==> src/rtl/dls_ram.sv <==
// Generic single-write, single-read synchronous RAM with registered read data.
`timescale 1ns / 1ps
module dls_ram #(
  parameter int WIDTH = 16,
  parameter int DEPTH = 16,
  parameter int AW    = (DEPTH > 1) ? $clog2(DEPTH) : 1
) (
  input  logic             clk,
  input  logic             we,
  input  logic [AW-1:0]    waddr,
  input  logic [WIDTH-1:0] wdata,
  input  logic [AW-1:0]    raddr,
  output logic [WIDTH-1:0] rdata
);

  logic [WIDTH-1:0] mem [DEPTH];

  always_ff @(posedge clk) begin
    if (we) begin
      mem[waddr] <= wdata;
    end
    rdata <= mem[raddr];
  end

endmodule

==> config.mk <==
export PLATFORM = sky130hd
export DESIGN_NAME = dls_ram
export DESIGN_NICKNAME = d
export VERILOG_FILES = /design/src/rtl/dls_ram.sv
export SDC_FILE = /design/constraint.sdc
export NUM_CORES = 1
export LEC_CHECK = 0
export ABC_AREA = 0
export BUFFER_PORTS_ARGS = -buffer_cell sky130_fd_sc_hd__buf_2
export CORE_MARGIN = 5
export CORE_UTILIZATION = 45
export DETAILED_ROUTE_END_ITERATION = 10
export PLACE_DENSITY = 0.69
export SLEW_MARGIN = 20
export SYNTH_ARGS = -nofsm -noshare
export SYNTH_HDL_FRONTEND = slang
export SYNTH_SLANG_ARGS = --single-unit
==> constraint.sdc <==
create_clock -name clk -period 4.8 [get_ports clk]
set_input_delay 0.72 -clock clk [delete_from_list [all_inputs] [get_ports clk]]
set_output_delay 0.72 -clock clk [all_outputs]
set_load 0.05 [all_outputs]
[Yosys cells after proc, flatten, opt, wreduce, memory -nomap -nowiden]
Memory sizes are Yosys's and may differ from the RTL's. A register that Yosys moved wholly into a read port is not among the register bits.
Cells that the tools add are included.
Word-level totals
  bits in registers: 0
  memory bits (writable): 256
  bits of input ports: 26
  output and inout port bits: 16
  logic and storage cells: 3
  memories: 1
Cells by class
  muxes and demuxes: 2
Memories
  mem: depth 16, width 16, rd ports 1, clocked after memory_dff 1, wr ports 1, RTL line 16  | logic [WIDTH-1:0] mem [DEPTH];
Operators by type and width (count)
  $mux 1: 2

[Longest topological paths before layout]
  word-level depth: 2
  gate-level depth with buffers: 5
  depth with buffers taken out: 3

[Least setup slack after synthesis]
OpenSTA, ideal clock, no wires.
  path type: in2reg
  start point: input waddr[2]
  end point: memory mem[0][0], enable pin
  library setup time: 409 ps
  arrival time: 2366 ps
  data required time: 4391 ps
  slack: 2025 ps
  cell stages on the path: 2
  cell sequence: or3b_2 nor3_1
RTL lines
  start, declared: RTL line 10  | input logic [AW-1:0] waddr,
  end, declared: RTL line 16
No word-level cell before the write port.

==> results by group <==
Floorplan
  – Initial Util: 45.88%
  – Site row count: 54
  – I/O pin count: 42
  – Die height: 159.4 um
  – Core Footprint: 21,890 um2
  – Die span in x: 159.4 um
  – Die area: 25,410 um2

Layout
  – Most frequent cells in the layout: 256 x edfxtp_1, 54 x mux4_2, 40 x buf_2
  – Fillers: 1,675
  – Non-filler instance count after layout: 799
  – Final Util: 52.56%
  – Fraction of layout cells with a size suffix above 1: 31.60%
  – Layout net count: 525
  – ANT cells: 0
  – Layout area overhead: 14.56%
  – Commonest non-fill, non-tap cell in the layout: edfxtp_1

Global routing
  – Global-route wire length before repair: 30.24 mm
  – Grt total ovfl: 0
  – Vias in the first global route: 4,798
  – Total track usage: 15.73%
  – Largest net degree at the start of global routing: 47
  – Initial antenna violation count: 0

Setup path
  – Crit-path leading delay family: buffers and inverters
  – Worst reg2reg path depth: 3
  – CP Class: in2reg
  – CP Max Fanout: 36
  – Worst reg-to-reg setup slack: 3.47 ns
  – Worst Setup End Kind: register
  – Crit-path slowest cell: buf_2
  – CP Launch Type: input pin
  – Worst Path Arrival: 2.70 ns
  – Max incr delay on CP: 0.73 ns
  – Cell Chain, Critical Path: buf_2, buf_4, mux4_1, a22oi_1, nand2_1
  – Critical R2R Launch: mem[9][6]$_DFFE_PP_
  – Capturing point of the worst reg2reg path: rdata[6]$_DFF_P_
  – WP data required: 5.19 ns
  – CP bufs+invs: 2

Drt
  – DRT Pass-1 Iters: 4
  – Initial drt markers: 454
  – Post-Route WL: 20.20 mm
  – Via count: 4,628
  – DRC violations left: 0
  – Avg WL per Cell: 25.28 um
  – Post-DRT Antenna Nets: 0
  – Avg Vias per Cell: 5.792

Place
  – DP Cell Count: 751
  – Buffers on Ports: 41
  – Routability Congestion: 0.7060
  – HPWL Detailed: 10.83 mm

Clock tree
  – # Post-CTS Setup Buffers: 0
  – CTS tree: yes
  – Root Buffer: clkbuf_16
  – Total CTS buffers: 26
  – Clock transition at the registers of the reported paths: 0.06 ns
  – Worst skew pair latency: 0.51 ns
  – Clock sinks: 272
  – H-tree levels: 1
  – Post_cts resized: 0
  – CTS max path bufs: 3
  – CTS hold repair buffers: 0

Worst hold path
  – Hold Crit Class: in2reg
  – Worst Hold End: mem[13][13]$_DFFE_PP_
  – Hold depth: 1
  – Hold_sp: wdata[13]

Logic synthesis
  – Register area share after synthesis: 79.73%
  – Syn Area/Cell: 23.25 um2
  – Synth Instances: 432
  – YS warnings: 0
  – Post-synth EDFFs: 256
  – Top-area cell type share of the netlist area: 76.54%
  – Largest cells by area after synthesis: edfxtp_1 77%, mux4_2 12%, dfxtp_1 3.2%
  – Async set-or-reset flop fraction in the synthesized netlist: 0%
  – Post-Syn Area: 10,040 um2
  – Post-synthesis sequential element count: 272
  – Mapped Nets: 458
  – Post-synth top area cell: edfxtp_1
  – Synth unique cells: 19
  – Main synth FF type: edfxtp_1

Timing
  – Final min period: 2.304 ns
  – Setup Skew: 0.007108 ns
  – Final Hold Slack: 0.5736 ns
  – Maximum clock frequency: 433.9 MHz
  – RSZ-0062 raised after global routing: false
  – Pins Over Slew Limit: 0
  – Final setup viols: 0
  – Setup TNS: 0 ns
  – Slew HR: 31.64%
  – Worst-margin pin slew: 1.025 ns
  – Tcrit/Tclk final: 48.01%
  – Fin. Hold Viols: 0

Power
  – PwrDens: 426.7 nW/um2
  – VDD IR max: 0.0002362 V
  – Total leakage power: 3.735 nW
  – Overall power: 4.909 mW

Job
  – Max-Cap Viols: 0

Outcome
  – Status: completed
area by class of cell:
cell class	count	area [um2]	area share (%)
flip-flops and latches	272	8008	69.60
multi-input cells	139	1977	17.18
clock buffers	37	723.2	6.285
repair buffers	60	350.3	3.045
well taps	280	350.3	3.045
clock inverters	11	97.59	0.8482
state kept, by name (all words and copies together), names as in the netlist:
name,count
mem,256
rdata,16
stage by stage:
step	setup slack (ns)	cell area [um2]
after floorplan	2.025	10040
after global placement	1.980	10670
after detailed placement	1.943	10690
after CTS	2.485	11510
after global routing	2.306	11510
final	2.496	11510
worst max-delay path by stage:
| stage | start | end | slack (ns) | cells after the start |
|---|---|---|---|---|
| after floorplan | waddr[2] | mem[0][0]$_DFFE_PP_ | 2.02 | 2 |
| after global placement | raddr[0] | rdata[10]$_DFF_P_ | 1.98 | 5 |
| after detailed placement | raddr[1] | rdata[6]$_DFF_P_ | 1.94 | 5 |
| after CTS | raddr[1] | rdata[6]$_DFF_P_ | 2.48 | 5 |
| after global routing | raddr[0] | rdata[10]$_DFF_P_ | 2.31 | 5 |
| final | raddr[1] | rdata[6]$_DFF_P_ | 2.50 | 5 |
cell usage after synthesis (2+ instances only):
cell type / number
dfxtp_1: 16
clkbuf_1: 8
buf_2: 3
nor2_1: 13
buf_4: 3
nand2_1: 17
nand2b_1: 2
nand3b_1: 2
nor3_1: 4
buf_1: 3
buf_6: 4
mux4_1: 10
edfxtp_1: 256
nor2b_1: 2
mux4_2: 54
a22oi_1: 32
where the power goes:
group	switching [mW]	internal [mW]
logic	0.186	0.0966
registers	0.0148	2.65
clock network	0.806	1.15
routing by layer:
metal / vias to the layer above / global-route usage [%] / routed length (um) / share of wire, %
li1: 1968 / - / - / -
met3: 28 / 2.537 / 1159 / 5.7
met2: 144 / 24.19 / 9640 / 48
met1: 2488 / 23.99 / 9004 / 45
met5: - / 0 / 0 / 0
met4: 0 / 3.722 / 397 / 2.0
logic make-up after synthesis:
group	share of synthesized area [%]
mux	14.73
flops	79.73
simple gates	1.918
compound gates	2.392
buf+inv	1.233
Power figures use the tool's default switching activity.
