===== src/rtl/dls_pkg.sv =====
// Shared constants, types and helper functions for the dense layer softmax block.
`timescale 1ns / 1ps
package dls_pkg;

  localparam int IN_DIM    = 64;
  localparam int OUT_DIM   = 16;
  localparam int EXP_DEPTH = 256;
  localparam int MAX_RES   = 16;
  localparam int N_RES     = (OUT_DIM < MAX_RES) ? OUT_DIM : MAX_RES;

  localparam int W_DEPTH = IN_DIM * OUT_DIM;
  localparam int WA_W    = (W_DEPTH > 1) ? $clog2(W_DEPTH) : 1;
  localparam int OJ_W    = $clog2(OUT_DIM);
  localparam int FC_W    = $clog2(IN_DIM + 1);
  localparam int K_W     = $clog2(EXP_DEPTH);

  localparam int ACC_W  = 40;
  localparam int E_W    = 33;
  localparam int DIFF_W = 32;
  localparam int F_W    = 12;
  localparam int SUM_W  = E_W + $clog2(OUT_DIM);
  localparam int NUM_W  = E_W + 16;

  typedef enum logic [1:0] {
    FN_WEIGHT = 2'd0,
    FN_BIAS   = 2'd1,
    FN_FEAT   = 2'd2,
    FN_NONE   = 2'd3
  } func_t;

  typedef logic [E_W-1:0] exp_tab_t [EXP_DEPTH];

  // exp(-k/16) in Q1.32, built by repeated rounded multiply by exp(-1/16)
  function automatic exp_tab_t build_exp_tab();
    logic [63:0] t;
    exp_tab_t    tab;
    t = 64'h1_0000_0000;
    for (int k = 0; k < EXP_DEPTH; k++) begin
      tab[k] = t[E_W-1:0];
      t = (t * 64'd4034748382 + 64'h8000_0000) >> 32;
    end
    return tab;
  endfunction

  localparam exp_tab_t EXP_TAB = build_exp_tab();

  // clamp a 41-bit signed sum to the signed 40-bit range
  function automatic logic [ACC_W-1:0] sat40(input logic signed [ACC_W:0] v);
    logic [ACC_W-1:0] r;
    if (v[ACC_W] != v[ACC_W-1]) begin
      r = v[ACC_W] ? {1'b1, {(ACC_W-1){1'b0}}} : {1'b0, {(ACC_W-1){1'b1}}};
    end else begin
      r = v[ACC_W-1:0];
    end
    return r;
  endfunction

endpackage


===== src/rtl/dls_div.sv =====
// Restoring divider, one quotient bit per cycle while busy.
`timescale 1ns / 1ps
module dls_div (
  input  logic                      clk,
  input  logic                      rst_n,
  input  logic                      start,
  input  logic [dls_pkg::NUM_W-1:0] num,
  input  logic [dls_pkg::SUM_W-1:0] den,
  output logic                      done,
  output logic [dls_pkg::NUM_W-1:0] quo
);
  import dls_pkg::*;

  localparam int CNT_W = $clog2(NUM_W + 1);

  logic [NUM_W-1:0] num_r;
  logic [SUM_W-1:0] rem_r;
  logic [SUM_W-1:0] den_r;
  logic [CNT_W-1:0] cnt_r;
  logic             busy_r;
  logic             done_r;
  logic [SUM_W:0]   rem_sh;
  logic             ge;

  always_comb begin
    rem_sh = {rem_r, num_r[NUM_W-1]};
    ge     = rem_sh >= {1'b0, den_r};
  end

  always_ff @(posedge clk) begin
    if (!rst_n) begin
      busy_r <= 1'b0;
      done_r <= 1'b0;
      cnt_r  <= '0;
    end else begin
      done_r <= 1'b0;
      if (start) begin
        busy_r <= 1'b1;
        cnt_r  <= CNT_W'(NUM_W);
        num_r  <= num;
        den_r  <= den;
        rem_r  <= '0;
      end else if (busy_r) begin
        rem_r <= ge ? SUM_W'(rem_sh - {1'b0, den_r}) : SUM_W'(rem_sh);
        num_r <= {num_r[NUM_W-2:0], ge};
        cnt_r <= cnt_r - 1'b1;
        if (cnt_r == CNT_W'(1)) begin
          busy_r <= 1'b0;
          done_r <= 1'b1;
        end
      end
    end
  end

  assign done = done_r;
  assign quo  = num_r;

endmodule


===== config.mk =====
export PLATFORM = sky130hd
export DESIGN_NAME = dls_div
export DESIGN_NICKNAME = d
export VERILOG_FILES = /design/src/rtl/dls_pkg.sv /design/src/rtl/dls_div.sv
export SDC_FILE = /design/constraint.sdc
export NUM_CORES = 1
export LEC_CHECK = 0
export BUFFER_PORTS_ARGS = -buffer_cell sky130_fd_sc_hd__buf_2
export CAP_MARGIN = 5
export CORE_MARGIN = 4
export CORE_UTILIZATION = 56
export CTS_BUF_LIST = sky130_fd_sc_hd__clkbuf_16
export DETAILED_ROUTE_END_ITERATION = 7
export PLACE_DENSITY = 0.82
export REMOVE_ABC_BUFFERS = 1
export SYNTH_ARGS = -nofsm -noshare
export SYNTH_HDL_FRONTEND = slang
export SYNTH_SLANG_ARGS = --single-unit

===== constraint.sdc =====
create_clock -name clk -period 3.8 [get_ports clk]
set_clock_uncertainty 0.05 [all_clocks]
set_input_delay 0.19 -clock clk [delete_from_list [all_inputs] [get_ports clk]]
set_output_delay 0.19 -clock clk [all_outputs]
set_load 0.01 [all_outputs]

## Yosys cells after proc, flatten, opt, wreduce, memory -nomap -nowiden

Index checks and enable logic that the tools add are counted.

- $add $sub $neg: 2
- Order comparisons: 1
- Equal/unequal tests: 1
- Multiplexer cells: 10
- Bitwise gates (word level): 2
- Reduce and logical (&&, ||, !) cells: 5

Operators with widths:

| operator | number |
|---|---|
| $mux W49 | 2 |
| $mux W37 | 2 |
| $ge A38 B37 Y1 | 1 |
| $sub A37 B37 Y37 | 1 |
| $mux W6 | 2 |
| $eq A6 B1 Y1 const B | 1 |
| $sub A6 B1 Y6 const B | 1 |
| $mux W1 | 4 |
| $reduce_and A2 Y1 | 2 |
| $reduce_or A3 Y1 | 1 |
| $not A1 Y1 | 2 |
| $reduce_bool A2 Y1 | 1 |
| $reduce_or A2 Y1 | 1 |

- Flip-flop bits (word level): 131
- Input bits: 89
- Output and inout port bits: 50
- Logic and storage cells: 28

## Longest topological paths before layout

Gate-level depths: netlist of the first run.

- Word-level depth: 4
- Gate-level depth with buffers: 15
- Gate-level depth less buffers: 13

## Least setup slack after synthesis of the first run

Ideal clock, no wire load.

- Path type: reg-to-reg
- Start point: register num_r[48] (netlist: quo[48])
- End point: register rem_r[29], data pin
- Setup time: 261 ps
- Arrival: 2,817 ps
- Data required time: 3,489 ps
- Setup slack: 672 ps
- Stages on the path, launching flop included: 15
- Path buffers: 1
- Cells stage by stage: edfxtp_1 > inv_1 > ha_1 > inv_1 > fa_1 > a21o_1 > a221oi_2 > o211a_1 > o211ai_1 > and3_4 > o21bai_4 > and2_1 > buf_6 > nor4_1 > a311o_1

- Cells in the longest elaborated chain, start to end: 3
- Elaborated cells on any way between the ends: 4
- Classes of those cells: add/sub: 1; order compare: 1; mux: 2

Ends and longest elaborated chain:

| what | line | RTL |
|---|---|---|
| start: declaration | dls_div.sv:16 | `logic [NUM_W-1:0] num_r;` |
| start signal: assignment | dls_div.sv:40 | `num_r <= num;` |
| start signal: assignment | dls_div.sv:45 | `num_r <= {num_r[NUM_W-2:0], ge};` |
| $sub A37 B37 Y37 / $ge A38 B37 Y1 (equally long branches) | dls_div.sv:44, dls_div.sv:27 |  |
| $mux W37 (*) | dls_div.sv:44 | `rem_r <= ge ? SUM_W'(rem_sh - {1'b0, den_r}) : SUM_W'(rem_sh);` |
| $mux W37 (*) | dls_div.sv:43 | `end else if (busy_r) begin` |
| end signal: assignment | dls_div.sv:44 |  |
| end: declaration | dls_div.sv:17 | `logic [SUM_W-1:0] rem_r;` |

Every way passes the cells marked *; elsewhere a longest branch is shown, timed or not. The select of a mux whose other input is x is not followed.
A chain may end at the register's enable or synchronous reset.

## Worst setup path after layout of the first run

- Start point: register num_r[48] (netlist: quo[48])
- End point: register rem_r[4], data pin

The elaborated chain is that of the path after synthesis.

==> flow_metrics.py, run 1 <==
metrics = {
    "placed_design": {
        "dp_slack_ps": 390,
        "placed_cells": 949,
        "gp_congestion": 0.917,
        "io_buffer_count": 138,
        "dp_hpwl_um": 12100,
        "place_area_sq_um": 8270,
    },
    "clock_tree": {
        "cts_tree": "yes",
        "postCtsSetupBuffers": 0,
        "clkSinkCount": 131,
        "clockBufferDepth": 2,
        "htree_num_levels": 4,
        "clk_latency_ps": 420,
        "cts_inserted_buffers": 17,
        "cts-root-buf": "clkbuf_16",
        "cts.clk_slew.worst_paths_ps": 60,
    },
    "cells_and_area": {
        "drive_gt1_share_pct": 27.9,
        "antenna_cells": 0,
        "final_util_pct": 72.2,
        "fill_cells": 855,
        "syn2layout_area_growth_pct": 24.9,
        "fin_nets": 962,
        "design_area_sq_um": 9230,
        "stdcell_count": 1018,
    },
    "floorplanning": {
        "die_height_um": 123,
        "pin_count": 139,
        "dieArea_sq_um": 15100,
        "die_w_um": 123,
        "core_area_sq_um": 12800,
        "row_count": 41,
        "initial_core_util_pct": 57.9,
    },
    "sta": {
        "layout_min_cycle_time_ps": 3500,
        "drv_slew": 0,
        "worst_slack_ps": 299,
        "worst_pin_slew_ps": 839,
        "max_slew_margin_pct": 44.0,
        "rsz0062_at_grt": "false",
        "finalSetupTns_ps": 0,
        "hold_violations": 0,
        "setup_viol": 0,
        "fmax_mhz": 286,
        "post-route-period-util_pct": 92.1,
    },
    "critical_path": {
        "required_ps": 4020,
        "r2r_slack_ps": 300,
        "crit_path_end_kind": "flop",
        "path_class": "flop to flop",
        "path_cells": "inv_1, ha_1, inv_1, fa_1, a21o_1, a221oi_2, o211a_1, o211ai_1, and3_4, o21bai_4, and2_1, buf_4, nand2_1, a21oi_1",
        "path_max_fanout": 21,
        "critPathLaunchType": "flop",
        "arrival_ps": 3720,
        "cp_common_cell": "inv_1",
        "slowest_delay_ps": 410,
        "slowest_stage": "edfxtp_1",
    },
    "logic_synthesis": {
        "syn_inst": 659,
        "synth_top_area_cell": "edfxtp_1",
        "synth_edf_count": 123,
        "syn_avg_cell_area_sq_um": 11.2,
        "synth_most_common_cell": "edfxtp_1",
        "synthFlopType": "edfxtp_1",
        "synthTopCellsByArea": "edfxtp_1 50%, mux2_2 7.3%, ha_1 6.6%",
        "yosysWarnings": 0,
        "synthArstFlopShare_pct": 0,
        "ys_ff_latch": 131,
        "yosysUniqueCellTypes": 64,
        "yosysTopAreaCellShare_pct": 50.0,
        "netlist_area_sq_um": 7390,
        "synth_common_cells": "123 x edfxtp_1, 82 x nand2_1, 57 x a21oi_1, 48 x mux2_2, 47 x inv_1",
        "yosysSeqAreaShare_pct": 52.1,
    },
    "drt": {
        "wl_met1_um": 7510,
        "vias": 5818,
        "wire_per_inst_um": 18.2,
        "dr.first_iter.drc_count": 465,
        "routed-wl-met2_um": 9000,
        "firstDrtPassIters": 5,
        "drcViolationCount": 0,
        "wl_met3_um": 1540,
        "wirelength_um": 18500,
        "ant_nets": 0,
        "viasPerCell": 5.72,
        "highest_layer": "met4",
    },
    "min_path": {
        "min_path_type": "primary input to flop",
    },
    "status": {
        "status": "completed",
    },
    "pwr": {
        "p_per_area_nw_per_um2": 491,
        "power_leakage_nw": 3.89,
        "ir_drop_v": 0.000352,
    },
    "global_routing": {
        "grt_overflow_total": 0,
        "grt_pass1_wl_um": 30200,
        "grt_pass1_vias": 6094,
        "antenna_found_initial": 0,
        "grt_use_total_pct": 25.9,
        "grt_max_degree": 80,
    },
    "run": {
        "drv_cap": 0,
    },
}
==> repair_timing <==
item / CTS / global route
hold buffers: 37 / 0
hold endpoints to repair: 37 / 0
resized for setup: 0 / 0
==> cell usage in the layout (no fill, tap or decap), types with 5 or more instances in the layout <==
| cell | n |
|---|---|
| o21bai_1 | 6 |
| a21o_1 | 22 |
| mux2_2 | 48 |
| nand4_1 | 5 |
| inv_1 | 48 |
| nand2_1 | 82 |
| buf_2 | 138 |
| a211oi_1 | 10 |
| nor3_1 | 10 |
| xor2_1 | 13 |
| xnor2_1 | 23 |
| nor2b_1 | 6 |
| and3_1 | 8 |
| dfxtp_1 | 8 |
| o21ai_0 | 22 |
| a21oi_1 | 57 |
| nor2_1 | 30 |
| dlygate4sd3_1 | 37 |
| nand3_1 | 9 |
| ha_1 | 39 |
| clkbuf_16 | 17 |
| edfxtp_1 | 123 |
==> worst max-delay path, delay by kind of cell, from the launching register on <==
kind | cells | cell delay (ps)
buffers and inverters | 3 | 480
AOI/OAI and AO/OA | 6 | 1200
adders and majority gates | 2 | 550
DFF | 1 | 410
and+or+nand+nor | 3 | 640
==> area by class of cell <==
cell class / count / area [sq um] / area share [%]
inverters: 47 / 176 / 1.91
flip-flops and latches: 131 / 3850 / 41.8
multi-input cells: 455 / 3250 / 35.2
clock buffers: 17 / 425 / 4.61
repair buffers: 181 / 1140 / 12.4
well taps: 172 / 215 / 2.33
clock inverters: 15 / 166 / 1.80
==> per-layer routing <==
metal,global-route usage (%),up-vias
met5,0,-
met4,9.80,0
li1,-,2764
met3,8.29,45
met2,41.9,246
met1,32.4,2763
==> metrics by stage <==
step           hold WS (ps)  power, mW
2_1_floorplan           239       2.56
3_3_place_gp            316       2.81
3_5_place_dp            318       2.85
4_1_cts                1.03       4.51
5_1_grt                7.04       4.75
6_report               14.1       4.53
==> state kept, by name (all words and copies together) (netlist names) <==
signal,count
den_r,37
done,1
rem_r,37
busy_r,1
quo,49
cnt_r,6
==> where the power goes <==
group | total (mW) | switching (mW) | internal, mW
logic | 1.08 | 0.618 | 0.466
registers | 1.80 | 0.0654 | 1.74
clock network | 1.64 | 0.621 | 1.02
==> worst paths after layout <==
check           start  endpoint  cells past startpoint
max           quo[48]  rem_r[4]                     14
min            num[6]    quo[6]                      2
max reg2reg   quo[48]  rem_r[4]                     14
min reg2reg  cnt_r[1]  cnt_r[1]                      2
==> logic make-up (layout without fill, tap and decap cells) <==
logic type | after synthesis | in the layout | share of synthesized area [%]
adder cells (fa/ha/maj) | 40 | 40 | 6.87
AO/OA/AOI/OAI | 163 | 163 | 15.0
XOR/XNOR | 36 | 36 | 4.27
buffers and inverters | 73 | 260 | 4.03
flip-flops | 131 | 131 | 52.1
AND/OR/NAND/NOR | 168 | 168 | 10.4
multiplexers | 48 | 48 | 7.31
Power figures use the tool's default switching activity.
==> run 2: changes to the inputs <==
--- a/config.mk
+++ b/config.mk
@@ -8,10 +8,10 @@
 export BUFFER_PORTS_ARGS = -buffer_cell sky130_fd_sc_hd__buf_2
 export CAP_MARGIN = 5
 export CORE_MARGIN = 4
-export CORE_UTILIZATION = 56
+export CORE_UTILIZATION = 25
 export CTS_BUF_LIST = sky130_fd_sc_hd__clkbuf_16
 export DETAILED_ROUTE_END_ITERATION = 7
-export PLACE_DENSITY = 0.82
+export PLACE_DENSITY = 0.44
 export REMOVE_ABC_BUFFERS = 1
 export SYNTH_ARGS = -nofsm -noshare
 export SYNTH_HDL_FRONTEND = slang
==> constraint.sdc (replaced) <==
create_clock -name clk -period 3.8 [get_ports clk]
set_clock_uncertainty 0.05 [all_clocks]
set_input_delay 0.38 -clock clk [delete_from_list [all_inputs] [get_ports clk]]
set_output_delay 0.38 -clock clk [all_outputs]
set_load 0.01 [all_outputs]
==> run 2 against run 1 <==
Effect of this change:
- sequential power hardly changed
- clock power is 6% higher
- register-to-register slack better by 90 ps
- cell count is 18% higher
- wire length is 4.3% higher
==> flow_metrics.py, run 2 (synthesis gave the netlist of run 1 again) <==
metrics = {
    "pwr": {
        "finalPower_mw": 4.59,
        "ir_drop_v": 0.000291,
        "p_per_area_nw_per_um2": 501,
        "power_leakage_nw": 3.77,
    },
    "drt": {
        "viasPerCell": 4.54,
        "drcViolationCount": 0,
        "ant_nets": 0,
        "dr.first_iter.drc_count": 277,
        "wire_per_inst_um": 16.1,
        "wirelength_um": 19300,
        "firstDrtPassIters": 4,
        "vias": 5435,
    },
    "floorplanning": {
        "dieArea_sq_um": 32400,
        "row_count": 62,
        "initial_core_util_pct": 25.5,
        "pin_count": 139,
        "die_height_um": 180,
        "die_w_um": 180,
        "core_area_sq_um": 28900,
    },
    "run": {
        "drv_cap": 0,
    },
    "global_routing": {
        "busiest_layer": "met2",
        "grt_pass1_wl_um": 30800,
        "antenna_found_initial": 6,
        "met1_usage_pct": 15.5,
        "use_met3_pct": 4.61,
        "grt_pass1_vias": 5698,
        "use_met2_pct": 18.1,
        "grt_overflow_total": 0,
        "grt_use_total_pct": 11.9,
        "grt_max_degree": 50,
    },
    "critical_path": {
        "r2r_slack_ps": 390,
        "cp_top_family": "compound AO/OA/AOI/OAI gates",
        "path_cells": "inv_1, ha_1, inv_1, fa_1, a21o_1, a221oi_2, o211a_1, o211ai_1, and3_4, o21bai_4, and2_1, buf_4, nand2_1, a21oi_1",
        "crit_path_end_kind": "flop",
        "required_ps": 4020,
        "path_max_fanout": 18,
        "slowest_stage": "fa_1",
        "rr_worst_depth": 14,
        "worstPathBufferInverterCount": 3,
        "r2r-start": "quo[48]",
        "cp_common_cell": "inv_1",
        "slowest_delay_ps": 400,
        "critPathLaunchType": "flop",
        "path_class": "flop to flop",
        "reg2reg_to": "rem_r[14]",
        "arrival_ps": 3640,
        "startpoint": "quo[48]",
    },
    "cells_and_area": {
        "drive_gt1_share_pct": 30.0,
        "largest_register_ffs": 49,
        "final_common_cell": "buf_2",
        "final_cell_mix": "137 x buf_2, 123 x edfxtp_1, 82 x nand2_1",
        "syn2layout_area_growth_pct": 23.8,
        "fin_nets": 928,
    },
    "clock_tree": {
        "cts-root-buf": "clkbuf_16",
        "clk_latency_ps": 440,
        "clkSinkCount": 131,
        "cts_inserted_buffers": 17,
        "cts.clk_slew.worst_paths_ps": 70,
        "postCtsSetupBuffers": 0,
        "holdBufCountCts": 0,
        "clockBufferDepth": 2,
        "ctsResizeCount": 0,
        "htree_num_levels": 4,
        "cts_tree": "yes",
    },
    "min_path": {
        "min_from": "den[5]",
        "min_path_type": "primary input to flop",
        "min_to": "den_r[5]",
        "min_path_cells": 1,
    },
    "sta": {
        "post-route-period-util_pct": 89.9,
        "hold_violations": 0,
        "fmax_mhz": 293,
        "drv_slew": 0,
        "layout_min_cycle_time_ps": 3410,
        "whs_ps": 61.5,
        "rsz0062_at_grt": "false",
        "max_slew_margin_pct": 43.1,
        "setup_viol": 0,
        "finalSetupTns_ps": 0,
        "worst_pin_slew_ps": 853,
    },
    "status": {
        "status": "completed",
    },
    "placed_design": {
        "gp_congestion": 0.776,
        "io_buffer_count": 138,
        "dp_hpwl_um": 13800,
    },
}
[run 2: cell count changes in the layout (fill, tap and decap cells not counted), sizes merged]
cell	before	now
bufinv	3	0
inv	49	53
clkinv	7	4
clkbuf	17	22
diode	0	1
dlygate4sd3	37	0
buf	144	147
clkinvlp	3	0
[run 2: area by class of cell]
cell class / instances / area, sq um
repair buffers: 147 / 761
multi-input cells: 455 / 3250
clock inverters: 10 / 78.8
inverters: 47 / 176
clock buffers: 22 / 551
flip-flops and latches: 131 / 3850
diodes: 1 / 2.50
fillers: 2990 / 19800
well taps: 384 / 480
[run 2: worst register-to-register path: stages (launching register included)]
cell	delay, ps
edfxtp_1	390
inv_1	70
ha_1	160
inv_1	50
fa_1	400
a21o_1	230
a221oi_2	380
o211a_1	240
o211ai_1	100
and3_4	210
o21bai_4	150
and2_1	290
buf_4	320
nand2_1	90
a21oi_1	130
[run 2: through the flow]
| stage | setup slack (ps) | instances | utilization [%] | instance area [sq um] |
|---|---|---|---|---|
| after floorplan | 59.4 | 633 | - | 7270 |
| final | 385 | 1197 | 31.6 | 9150 |
| after detailed placement | 379 | 1164 | 29.4 | 8520 |
| after global routing | 31.6 | 1197 | 31.6 | 9150 |
| after CTS | 361 | 1196 | 31.6 | 9150 |
| after global placement | 522 | 1164 | 29.4 | 8520 |
[run 2: routing by layer]
metal  routed length [um]  up-vias
li1                     -     2694
met1                 9250     2576
met2                 8370      130
met3                 1410       25
met4                  245       10
met5                   55        -
[run 2: how the worst max path moves through the flow]
stage                end  slack, ps  cells after the start
2_1_floorplan  rem_r[29]         60                     13
3_3_place_gp   rem_r[24]        520                     14
3_5_place_dp    rem_r[7]        380                     14
4_1_cts         rem_r[7]        360                     14
5_1_grt        rem_r[15]         30                     14
6_report       rem_r[14]        390                     14
[run 2: report_power, final]
| group | switching (mW) | internal (mW) | total [mW] |
|---|---|---|---|
| logic | 0.612 | 0.441 | 1.05 |
| clock network | 0.697 | 1.04 | 1.74 |
| registers | 0.0598 | 1.74 | 1.80 |
==> run 3: changes to the inputs <==
--- a/config.mk
+++ b/config.mk
@@ -7,10 +7,11 @@
 export LEC_CHECK = 0
 export BUFFER_PORTS_ARGS = -buffer_cell sky130_fd_sc_hd__buf_2
 export CAP_MARGIN = 5
-export CORE_MARGIN = 4
+export CORE_MARGIN = 2
 export CORE_UTILIZATION = 25
 export CTS_BUF_LIST = sky130_fd_sc_hd__clkbuf_16
 export DETAILED_ROUTE_END_ITERATION = 7
+export HOLD_SLACK_MARGIN = 0.05
 export PLACE_DENSITY = 0.44
 export REMOVE_ABC_BUFFERS = 1
 export SYNTH_ARGS = -nofsm -noshare
==> run 3 against run 2 <==
Effect of this change:
- clock-buffer cell count fell by 3
- hold slack improved by 18 ps
- die area fell by 4.4%
- first-iteration DRC count rose by 4.7%
==> flow_metrics.py, run 3 (synthesis gave the netlist of run 1 again) <==
metrics = {
    "cells_and_area": {
        "final_common_cell": "buf_2",
        "largest_register_ffs": 49,
        "final_cell_mix": "137 x buf_2, 123 x edfxtp_1, 82 x nand2_1",
        "fin_nets": 931,
        "stdcell_count": 1201,
        "syn2layout_area_growth_pct": 23.3,
        "drive_gt1_share_pct": 29.8,
    },
    "clock_tree": {
        "clkSinkCount": 131,
        "cts-root-buf": "clkbuf_16",
        "cts_inserted_buffers": 17,
        "clk_latency_ps": 420,
        "clockBufferDepth": 2,
        "htree_num_levels": 4,
        "cts_tree": "yes",
        "cts.clk_slew.worst_paths_ps": 60,
        "postCtsSetupBuffers": 0,
    },
    "pwr": {
        "clockPowerShare_pct": 35.5,
        "finalPower_mw": 4.42,
        "ir_drop_v": 0.000316,
        "swShare_pct": 30.1,
        "intPower_mw": 3.09,
        "p_per_area_nw_per_um2": 485,
        "switchingPower_mw": 1.33,
        "seqPwrFrac_pct": 40.6,
        "comb_power_share_pct": 23.9,
        "power_leakage_nw": 3.76,
    },
    "sta": {
        "max_slew_margin_pct": 42.8,
        "whs_ps": 80.0,
        "finalSetupTns_ps": 0,
        "setup_viol": 0,
        "worst_pin_slew_ps": 857,
        "post-route-period-util_pct": 89.7,
        "drv_slew": 0,
        "rsz0062_at_grt": "false",
        "layout_min_cycle_time_ps": 3410,
        "fmax_mhz": 293,
        "hold_violations": 0,
    },
    "critical_path": {
        "r2r_slack_ps": 390,
        "path_class": "flop to flop",
        "reg2reg_to": "rem_r[29]",
        "rr_worst_depth": 13,
        "required_ps": 3930,
        "r2r-start": "quo[48]",
        "crit_path_end_kind": "flop",
        "arrival_ps": 3540,
        "critPathLaunchType": "flop",
        "path_max_fanout": 7,
    },
    "global_routing": {
        "grt_use_total_pct": 12.7,
        "grt_max_degree": 42,
        "grt_pass1_wl_um": 30500,
        "antenna_found_initial": 6,
        "grt_pass1_vias": 5768,
        "grt_overflow_total": 0,
    },
    "floorplanning": {
        "core_area_sq_um": 28900,
        "dieArea_sq_um": 31000,
        "die_w_um": 176,
        "row_count": 62,
        "initial_core_util_pct": 25.5,
        "pin_count": 139,
        "die_height_um": 176,
    },
    "drt": {
        "vias": 5431,
        "ant_nets": 0,
        "firstDrtPassIters": 4,
        "dr.first_iter.drc_count": 290,
        "viasPerCell": 4.52,
        "drcViolationCount": 0,
        "wire_per_inst_um": 15.7,
        "wirelength_um": 18900,
    },
    "placed_design": {
        "dp_hpwl_um": 13600,
        "gp_congestion": 0.803,
        "io_buffer_count": 138,
        "placed_cells": 1165,
    },
    "status": {
        "status": "completed",
    },
    "min_path": {
        "min_path_cells": 1,
        "min_path_type": "primary input to flop",
        "min_to": "den_r[5]",
        "min_from": "den[5]",
    },
    "run": {
        "drv_cap": 0,
    },
}
## run 3: cell type report
type / count / area, sq um
Fill cell: 3013 / 19800
Sequential cell: 131 / 3850
Multi-Input combinational cell: 455 / 3250
Timing Repair Buffer: 150 / 801
Tap cell: 384 / 480
Clock buffer: 19 / 475
Inverter: 47 / 176
Clock inverter: 13 / 77.6
Antenna cell: 2 / 5.00
## run 3: what timing repair did
action                    CTS  global route
gates resized for setup     0             0
hold buffers                2             0
hold endpoints to repair    2             0
## run 3: layer usage
| layer | wire length, um | share of wire, % | global-route usage (%) | vias to the layer above |
|---|---|---|---|---|
| met2 | 8460 | 45 | 19.9 | 146 |
| met5 | 38 | 0.20 | 0 | - |
| met3 | 1610 | 8.5 | 5.17 | 16 |
| li1 | - | - | - | 2710 |
| met4 | 183 | 0.97 | 3.82 | 6 |
| met1 | 8610 | 46 | 16.0 | 2553 |
## run 3: power by group through the flow
stage	Sequential (mW)	Combinational, mW	Clock [mW]
finish	1.79	1.06	1.57
detailed placement	1.82	1.06	0
global route	1.81	1.19	1.67
CTS	1.80	1.07	1.63
floorplan	1.83	0.725	0
global placement	1.83	1.07	0
## run 3: worst max path at each step
stage | cells after the start | slack (ps) | from | to
after floorplan | 13 | 60 | quo[48] | rem_r[29]
after global placement | 10 | 510 | rem_r[0] | rem_r[31]
after detailed placement | 13 | 400 | quo[48] | rem_r[29]
after CTS | 13 | 400 | quo[48] | rem_r[29]
after global routing | 14 | 140 | quo[48] | rem_r[21]
final | 13 | 390 | quo[48] | rem_r[29]
## run 3: through the flow
| step | worst slack [ps] | cell area, sq um | util (%) |
|---|---|---|---|
| after global placement | 513 | 8540 | 29.5 |
| after detailed placement | 397 | 8540 | 29.5 |
| after floorplan | 59.4 | 7270 | - |
| after CTS | 396 | 9110 | 31.5 |
| after global routing | 139 | 9120 | 31.5 |
| final | 390 | 9120 | 31.5 |
## run 3: worst max-delay path, cell delays in order, from the launching register on
cell	delay (ps)
edfxtp_1	400
inv_1	80
ha_1	170
inv_1	50
fa_1	390
a21o_1	220
a221oi_2	350
o211a_1	240
o211ai_1	100
and3_4	210
o21bai_4	150
and2_1	340
nor4_1	90
a311o_1	320
